--- src/ccs_pkg.sv ---
// Shared constants, types and filter step functions for the comment and splice stripper.
`default_nettype none
package ccs_pkg;

	// Character codes the filters look for
	localparam logic [7:0] CH_BACKSLASH = 8'h5C;
	localparam logic [7:0] CH_NEWLINE   = 8'h0A;
	localparam logic [7:0] CH_SLASH     = 8'h2F;
	localparam logic [7:0] CH_STAR      = 8'h2A;

	// Result slots that one item can fill (final item flushes three holds)
	localparam int unsigned SLOTS = 4;
	localparam int unsigned SLOT_W = $clog2(SLOTS);

	// Default depth of the queue between front and back
	localparam int unsigned QUEUE_DEPTH = 4;

	// State of the three filters, plus the byte that the last push emitted
	typedef struct packed {
		logic [7:0] splice_b;
		logic       splice_v;
		logic [7:0] block_b;
		logic       block_v;
		logic       in_block;
		logic [7:0] line_b;
		logic       line_v;
		logic       in_line;
		logic       emit_v;
		logic [7:0] emit_b;
	} filt_t;

	// One queued item: up to four result bytes, which of them exist, and end of text
	typedef struct packed {
		logic                  fin;
		logic [SLOTS-1:0]      mask;
		logic [SLOTS-1:0][7:0] bytes;
	} qent_t;

	// Head of the queue as seen by the back end
	typedef struct packed {
		logic  valid;
		qent_t ent;
	} qhead_t;

	// Line comment filter: drops from double slash up to, not including, newline
	function automatic filt_t line_push(filt_t s_in, logic [7:0] c);
		filt_t s;
		s = s_in;
		s.emit_v = 1'b0;
		s.emit_b = 8'h00;
		if (s.in_line) begin
			if (c == CH_NEWLINE) begin
				s.in_line = 1'b0;
				s.line_b  = c;
				s.line_v  = 1'b1;
			end
		end else if (s.line_v && s.line_b == CH_SLASH && c == CH_SLASH) begin
			s.in_line = 1'b1;
			s.line_v  = 1'b0;
			s.line_b  = 8'h00;
		end else begin
			if (s.line_v) begin
				s.emit_v = 1'b1;
				s.emit_b = s.line_b;
			end
			s.line_b = c;
			s.line_v = 1'b1;
		end
		return s;
	endfunction

	// Block comment filter: drops slash-star through star-slash, no nesting
	function automatic filt_t block_push(filt_t s_in, logic [7:0] c);
		filt_t s;
		s = s_in;
		s.emit_v = 1'b0;
		s.emit_b = 8'h00;
		if (s.block_v && s.in_block && s.block_b == CH_STAR && c == CH_SLASH) begin
			s.in_block = 1'b0;
			s.block_v  = 1'b0;
			s.block_b  = 8'h00;
		end else if (s.block_v && !s.in_block && s.block_b == CH_SLASH && c == CH_STAR) begin
			s.in_block = 1'b1;
			s.block_v  = 1'b0;
			s.block_b  = 8'h00;
		end else begin
			if (s.block_v && !s.in_block) begin
				s = line_push(s, s.block_b);
			end
			s.block_b = c;
			s.block_v = 1'b1;
		end
		return s;
	endfunction

	// Splice filter: drops backslash-newline pairs
	function automatic filt_t splice_push(filt_t s_in, logic [7:0] c);
		filt_t s;
		s = s_in;
		s.emit_v = 1'b0;
		s.emit_b = 8'h00;
		if (s.splice_v && s.splice_b == CH_BACKSLASH && c == CH_NEWLINE) begin
			s.splice_v = 1'b0;
			s.splice_b = 8'h00;
		end else begin
			if (s.splice_v) begin
				s = block_push(s, s.splice_b);
			end
			s.splice_b = c;
			s.splice_v = 1'b1;
		end
		return s;
	endfunction

endpackage
`default_nettype wire

--- src/ccs_front.sv ---
// Front end: runs the three filters on each accepted item and queues its result slots.
`default_nettype none
module ccs_front
	import ccs_pkg::*;
(
	input  wire logic       clk,
	input  wire logic       arst_n,
	input  wire logic       accept,   // item taken this cycle
	input  wire logic [7:0] in_byte,
	input  wire logic       is_final,
	output qent_t           ent       // result slots of the current item
);

	filt_t state_q;
	filt_t s1;
	filt_t s2;
	filt_t s3;

	// Filter chain for one byte, then the flush sequence on the final byte
	always_comb begin
		s1 = splice_push(state_q, in_byte);
		s2 = s1;
		s2.emit_v = 1'b0;
		s2.emit_b = 8'h00;
		if (s1.splice_v) begin
			s2 = block_push(s1, s1.splice_b);
		end
		s3 = s2;
		s3.emit_v = 1'b0;
		s3.emit_b = 8'h00;
		if (s2.block_v && !s2.in_block) begin
			s3 = line_push(s2, s2.block_b);
		end
	end

	// Slot order matches emit order: new byte, splice flush, block flush, line flush
	always_comb begin
		ent.fin      = is_final;
		ent.mask[0]  = s1.emit_v;
		ent.bytes[0] = s1.emit_b;
		ent.mask[1]  = is_final && s2.emit_v;
		ent.bytes[1] = s2.emit_b;
		ent.mask[2]  = is_final && s3.emit_v;
		ent.bytes[2] = s3.emit_b;
		ent.mask[3]  = is_final && s3.line_v;
		ent.bytes[3] = s3.line_b;
	end

	// Filter state; a final item returns it to reset for the next text
	always_ff @(posedge clk or negedge arst_n) begin
		if (!arst_n) begin
			state_q <= '0;
		end else if (accept) begin
			if (is_final) begin
				state_q <= '0;
			end else begin
				state_q <= s1;
			end
		end
	end

endmodule
`default_nettype wire

--- src/ccs_queue.sv ---
// Short FIFO of result-slot entries between front and back.
`default_nettype none
module ccs_queue
	import ccs_pkg::*;
#(
	parameter int unsigned QueueDepth = QUEUE_DEPTH
) (
	input  wire logic  clk,
	input  wire logic  arst_n,
	input  wire logic  push,
	input  wire qent_t push_ent,
	output logic       full,
	input  wire logic  pop,
	output qhead_t     head
);

	localparam int unsigned PtrW = $clog2(QueueDepth);
	localparam int unsigned CntW = $clog2(QueueDepth + 1);

	qent_t            mem_q [QueueDepth];
	logic [PtrW-1:0]  wr_ptr_q;
	logic [PtrW-1:0]  rd_ptr_q;
	logic [CntW-1:0]  count_q;

	assign full       = (count_q == CntW'(QueueDepth));
	assign head.valid = (count_q != '0);
	assign head.ent   = mem_q[rd_ptr_q];

	// Entry storage
	always_ff @(posedge clk) begin
		if (push) begin
			mem_q[wr_ptr_q] <= push_ent;
		end
	end

	// Pointers and fill count
	always_ff @(posedge clk or negedge arst_n) begin
		if (!arst_n) begin
			wr_ptr_q <= '0;
			rd_ptr_q <= '0;
			count_q  <= '0;
		end else begin
			if (push) begin
				if (wr_ptr_q == PtrW'(QueueDepth - 1)) begin
					wr_ptr_q <= '0;
				end else begin
					wr_ptr_q <= wr_ptr_q + 1'b1;
				end
			end
			if (pop) begin
				if (rd_ptr_q == PtrW'(QueueDepth - 1)) begin
					rd_ptr_q <= '0;
				end else begin
					rd_ptr_q <= rd_ptr_q + 1'b1;
				end
			end
			if (push && !pop) begin
				count_q <= count_q + 1'b1;
			end else if (pop && !push) begin
				count_q <= count_q - 1'b1;
			end
		end
	end

endmodule
`default_nettype wire

--- src/ccs_back.sv ---
// Back end: walks the slots of the queue head and drives the output register.
`default_nettype none
module ccs_back
	import ccs_pkg::*;
(
	input  wire logic       clk,
	input  wire logic       arst_n,
	input  wire qhead_t     head,
	output logic            pop,
	output logic            out_valid,
	input  wire logic       out_ready,
	output logic [7:0]      out_byte,
	output logic            has_byte,
	output logic            end_of_text
);

	logic [SLOTS-1:0]  done_q;
	logic [SLOTS-1:0]  remaining;
	logic [SLOTS-1:0]  low_bit;
	logic [SLOT_W-1:0] low_idx;
	logic              only_one;
	logic              load_ok;

	logic              valid_q;
	logic [7:0]        byte_q;
	logic              has_q;
	logic              last_q;

	// Pick the lowest slot still to be sent
	always_comb begin
		remaining = head.ent.mask & ~done_q;
		low_bit   = remaining & (~remaining + 1'b1);
		only_one  = ((remaining & (remaining - 1'b1)) == '0);
		low_idx   = '0;
		for (int i = SLOTS - 1; i >= 0; i--) begin
			if (remaining[i]) begin
				low_idx = SLOT_W'(i);
			end
		end
	end

	assign load_ok = !valid_q || out_ready;
	assign pop     = head.valid && load_ok && only_one;

	// Output register and per-entry progress
	always_ff @(posedge clk or negedge arst_n) begin
		if (!arst_n) begin
			valid_q <= 1'b0;
			byte_q  <= 8'h00;
			has_q   <= 1'b0;
			last_q  <= 1'b0;
			done_q  <= '0;
		end else if (load_ok) begin
			if (head.valid && remaining == '0) begin
				// nothing kept: only a final item yields an empty end marker
				valid_q <= head.ent.fin;
				byte_q  <= 8'h00;
				has_q   <= 1'b0;
				last_q  <= 1'b1;
				done_q  <= '0;
			end else if (head.valid) begin
				valid_q <= 1'b1;
				byte_q  <= head.ent.bytes[low_idx];
				has_q   <= 1'b1;
				last_q  <= head.ent.fin && only_one;
				if (only_one) begin
					done_q <= '0;
				end else begin
					done_q <= done_q | low_bit;
				end
			end else begin
				valid_q <= 1'b0;
			end
		end
	end

	assign out_valid   = valid_q;
	assign out_byte    = byte_q;
	assign has_byte    = has_q;
	assign end_of_text = last_q;

endmodule
`default_nettype wire

--- src/c_comment_and_splice_stripper_top.sv ---
// Top level of the C comment and line-splice stripper.
//
//  channel   dir  handshake          payload
//  s_*       in   s_tvalid/s_tready  tdata[7:0]=in_byte, tlast=is_final
//  m_*       out  m_tvalid/m_tready  tdata[7:0]=out_byte, tuser=has_byte, tlast=end_of_text
//
// One byte is taken per cycle while the queue has room; the filters finish it in
// the cycle of acceptance. A non-final byte yields zero or one result; a final
// byte yields one to four results, one per cycle while m_tready holds. The results
// of a byte pass through the queue and then the back end's output register.
// s_tready drops only when the QueueDepth-entry queue is full.
// arst_n clears the filter state, the queue and the output register.
`default_nettype none
module c_comment_and_splice_stripper_top
	import ccs_pkg::*;
#(
	parameter int unsigned QueueDepth = QUEUE_DEPTH
) (
	input  wire logic       clk,
	input  wire logic       arst_n,
	input  wire logic       s_tvalid,
	output logic            s_tready,
	input  wire logic [7:0] s_tdata,   // [7:0] in_byte
	input  wire logic       s_tlast,
	output logic            m_tvalid,
	input  wire logic       m_tready,
	output logic [7:0]      m_tdata,   // [7:0] out_byte
	output logic            m_tuser,   // [0] has_byte
	output logic            m_tlast
);

	logic   accept;
	logic   q_full;
	logic   q_pop;
	qent_t  front_ent;
	qhead_t q_head;

	assign s_tready = !q_full;
	assign accept   = s_tvalid && s_tready;

	ccs_front u_front (
		.clk      (clk),
		.arst_n   (arst_n),
		.accept   (accept),
		.in_byte  (s_tdata),
		.is_final (s_tlast),
		.ent      (front_ent)
	);

	ccs_queue #(
		.QueueDepth (QueueDepth)
	) u_queue (
		.clk      (clk),
		.arst_n   (arst_n),
		.push     (accept),
		.push_ent (front_ent),
		.full     (q_full),
		.pop      (q_pop),
		.head     (q_head)
	);

	ccs_back u_back (
		.clk         (clk),
		.arst_n      (arst_n),
		.head        (q_head),
		.pop         (q_pop),
		.out_valid   (m_tvalid),
		.out_ready   (m_tready),
		.out_byte    (m_tdata),
		.has_byte    (m_tuser),
		.end_of_text (m_tlast)
	);

`ifndef SYNTHESIS
	// An empty result is only ever the end marker of a text
	a_empty_is_last: assert property (@(posedge clk) disable iff (!arst_n)
		m_tvalid && !m_tuser |-> m_tlast && m_tdata == 8'h00)
		else $error("empty result without end of text");

	// Backpressure on the input only comes with entries waiting in the queue
	a_full_not_empty: assert property (@(posedge clk) disable iff (!arst_n)
		!s_tready |-> q_head.valid)
		else $error("input stalled with empty queue");

	// A pop only happens on a valid queue head
	a_pop_valid: assert property (@(posedge clk) disable iff (!arst_n)
		q_pop |-> q_head.valid)
		else $error("queue popped while empty");
`endif

endmodule
`default_nettype wire

--- config.mk ---
export PLATFORM = sky130hd
export DESIGN_NAME = c_comment_and_splice_stripper_top
export DESIGN_NICKNAME = d
export VERILOG_FILES = /design/src/ccs_pkg.sv /design/src/ccs_front.sv /design/src/ccs_queue.sv /design/src/ccs_back.sv /design/src/c_comment_and_splice_stripper_top.sv
export SDC_FILE = /design/constraint.sdc
export NUM_CORES = 1
export LEC_CHECK = 0
export BUFFER_PORTS_ARGS = -buffer_cell sky130_fd_sc_hd__buf_2
export CAP_MARGIN = 10
export CORE_ASPECT_RATIO = 1.5
export CORE_UTILIZATION = 50
export CTS_BUF_LIST = sky130_fd_sc_hd__clkbuf_4
export DETAILED_ROUTE_END_ITERATION = 8
export PLACE_DENSITY = 0.69
export SLEW_MARGIN = 30
export SYNTH_ARGS = -nofsm -noshare
export SYNTH_HDL_FRONTEND = slang
export SYNTH_SLANG_ARGS = --single-unit
export TNS_END_PERCENT = 100
--- constraint.sdc ---
create_clock -name clk -period 3.6 [get_ports clk]
set_clock_uncertainty 0.1 [all_clocks]
set_input_delay 0.9 -clock clk [delete_from_list [all_inputs] [get_ports clk]]
set_output_delay 0.9 -clock clk [all_outputs]
set_load 0.05 [all_outputs]
==> metrics <==
total wire length=about 25000 um; Cell Area, Placed=10800 um^2; DP HPWL=about 18000 um; Distinct cells, synth=81; Critical path origin=u_front.state_q[25]; setup TNS=-1.93 ns; max-cap viol count=0; chip height=170 um; worst-path maximum fanout=12; Final Wtd Congestion=1.02; Power Dens Cells=785 nW/um^2; startpoint types=register; All-Layer GR Usage=0.273; largest net degree at the start of global routing=38; internal reg-to-reg setup slack=-0.09 ns; R2R depth=12; Num CTS Buffers=17; Starting DRT DRC Count=447; grt total ovfl=0; H-tree level count=4; I/O Buffers=24; Final setup violation count=43; register clock-pin slew on the reported worst setup and hold paths=roughly 0.17 ns; register area share after synthesis=0.608; clk buf depth=2; IO Pins=25; WL/cell=23.4 um; initial antenna violation count=1; Mapped Nets=about 680; Synth Cell Area=9410 um^2; Final nets=821; fin crit share=1.02; worst endpoint required time=around 3.8 ns; number of global-route vias before repair=6700; Worst Setup EP=u_queue.mem_q[1][35]; Initial Util=0.509; Worst setup EP type=register; die width=114 um; WP buf/inv=2; status=finished with violations; most area-consuming cells after synthesis=edfxtp_1 (47%), dfrtp_1 (14%), mux4_2 (11%), nand2_1 (2.2%), o21ai_0 (2.0%); Worst path depth=12; CTS tree=built; P&R area growth vs syn=20.3%; Syn Area/Cell=14.2 um^2; minimum clock period=3.69 ns; # clock sinks=199; Post-synth EDFFs=148; pre-CTS WS=-0.648 ns; Ys Warns=0; fin area=11300 um^2; die area=19400 um^2; Post-DRT Antenna Nets=0; dpl cells=just over 1000; hold bufs inserted after CTS=0; Post-Syn Instances=662; Final Util=0.613; Post-route DRC=0; Hold Violations, Final=0; global-route wire length before repair=38200 um; non-filler cells, final=1067; Worst Path Arrival=3.92 ns; Synth area leader=edfxtp_1; worst hold path class=in -> async; Core Region=18500 um^2; Yosys reg bits=199; share of layout cells above drive strength 1=0.380; # rows=61; CP peak stage delay=0.59 ns; Slowest-stage cell, CP=or4_4; unrepaired setup endpoints after global routing=true; leading register cell type out of synthesis=edfxtp_1; Via density=6.11; drt first pass iters=6; transition time of the tightest slew-check pin=0.670 ns; failing checks=negative setup slack; Max Slew Vio Count=0; IR drop worst, VDD=about 0.55 mV; DR vias=between 6000 and 7000; PnR worst setup slack=-0.0856 ns; asr flop ratio synth=0.256; Pleak=0.00422 uW; worst r2r dst=u_queue.mem_q[1][35]; fmax=approximately 270 MHz; CP Cell Sequence=nor3_4, nand2_2, or4_4, nor4b_4, or3_4, a21oi_2, buf_4, o21a_1, a2111o_1, nor4_4, buf_12, a21oi_1; root buf cell=clkbuf_4; share of the synthesized area in the top cell type=0.472; Largest delay share family, worst path=simple AND/OR/NAND/NOR gates; Worst-Skew Late Latency=0.59 ns; Worst Setup Path Type=reg -> reg; reg2reg start=u_front.state_q[25]; Slew HR=0.550
sequential cells by signal, indices dropped and copies added (netlist names):
signal              flops
u_front.state_q        29
u_queue.count_q         3
u_queue.rd_ptr_q        2
u_back.out_byte         8
u_back.done_q           4
u_queue.mem_q         148
u_back.end_of_text      1
u_back.out_valid        1
u_queue.wr_ptr_q        2
u_back.has_byte         1
power by group:
part | switching [uW] | internal (uW)
sequential | 264 | 3100
clock | 740 | 506
combinational | 2300 | 1970
total | 3300 | 5570
layer usage:
layer,vias to the layer above,part of all wire,global-route usage
li1,2905,-,-
met1,3266,0.36,0.307
met2,253,0.53,0.483
met3,99,0.040,0.0395
met4,0,0.067,0.171
met5,-,0,0
kinds of logic after synthesis:
| kind of cell | after synthesis | synth area share |
|---|---|---|
| muxes | 50 | 0.113 |
| xor gates and xnor gates | 3 | 0.00279 |
| DFF | 199 | 0.608 |
| adders and majority gates | 8 | 0.0112 |
| buffers and inverters | 52 | 0.0271 |
| AOI/OAI and AO/OA | 148 | 0.113 |
| and+or+nand+nor | 202 | 0.125 |
cells in the mapped netlist, types with 3 or more instances:
cell type,instances
a2111o_1,3
a21o_1,4
a21oi_1,19
a21oi_2,3
a22o_1,17
a22oi_1,11
a31oi_1,4
a32oi_1,5
and2_1,9
and3_1,15
and4b_1,4
and4bb_1,3
buf_2,9
buf_4,3
buf_6,5
clkbuf_1,21
dfrtp_1,51
edfxtp_1,148
ha_1,6
inv_1,9
mux2i_1,3
mux4_2,45
nand2_1,55
nand2b_1,9
nand3_1,9
nand4_1,3
nor2_1,39
nor2b_1,6
nor3_1,13
nor3b_1,3
o21a_1,3
o21ai_0,37
o21ai_1,3
o22ai_1,7
o2bb2ai_1,4
o31ai_1,4
o41ai_1,3
or2_2,3
or3_1,3
or4_1,3
through the flow:
step | hold WS, ns | total power (uW)
finish | 0.194 | 8880
global route | 0.192 | 9340
CTS | 0.164 | 8880
detailed placement | 0.366 | 7600
global placement | 0.356 | 7450
floorplan | 0.344 | 6170
worst min path at each step:
| stage | slack [ns] | start | to |
|---|---|---|---|
| finish | 0.19 | arst_n | u_front.state_q[12] |
| global route | 0.19 | arst_n | u_front.state_q[12] |
| CTS | 0.16 | arst_n | u_front.state_q[12] |
| detailed placement | 0.37 | u_back.has_byte | u_back.has_byte |
| global placement | 0.36 | u_back.has_byte | u_back.has_byte |
| floorplan | 0.34 | u_back.done_q[3] | u_back.done_q[3] |
layout make-up:
type | count | area, um^2
Fill cell | 1489 | 7160
Sequential cell | 199 | 5720
Multi-Input combinational cell | 411 | 3730
Timing Repair Buffer | 160 | 1180
Tap cell | 252 | 315
Clock inverter | 13 | 173
Clock buffer | 19 | 143
Inverter | 12 | 45.0
Antenna cell | 1 | 2.50
cells in the final DEF, fill, tap and decap left out, types with 4 or more instances in the layout:
cell      netlist  layout
a21o_1          4       4
a21oi_1        19      16
a21oi_2         3       5
a22o_1         17      16
a22oi_1        11      10
a31oi_1         4       4
a32oi_1         5       5
and2_1          9       8
and3_1         15      10
and3_4          1       6
buf_2           9      23
buf_4           3     134
clkbuf_4        0      19
clkinv_4        0       4
dfrtp_1        51      49
edfxtp_1      148     148
ha_1            6       6
inv_1           9       9
mux4_2         45      45
nand2_1        55      51
nand2_2         0       4
nand2b_1        9       8
nand3_1         9       9
nor2_1         39      37
nor2b_1         6       6
nor3_1         13       7
nor3_4          1       4
o21ai_0        37      35
o21ai_1         3       4
o22ai_1         7       4
what timing repair did:
action                                  CTS  global route
buffers inserted                          2             1
resized for setup                        21            14
endpoints found under the hold margin     0             0
pin swaps                                 4             8
endpoints found under the setup margin   60            93
Power figures use the tool's default switching activity.
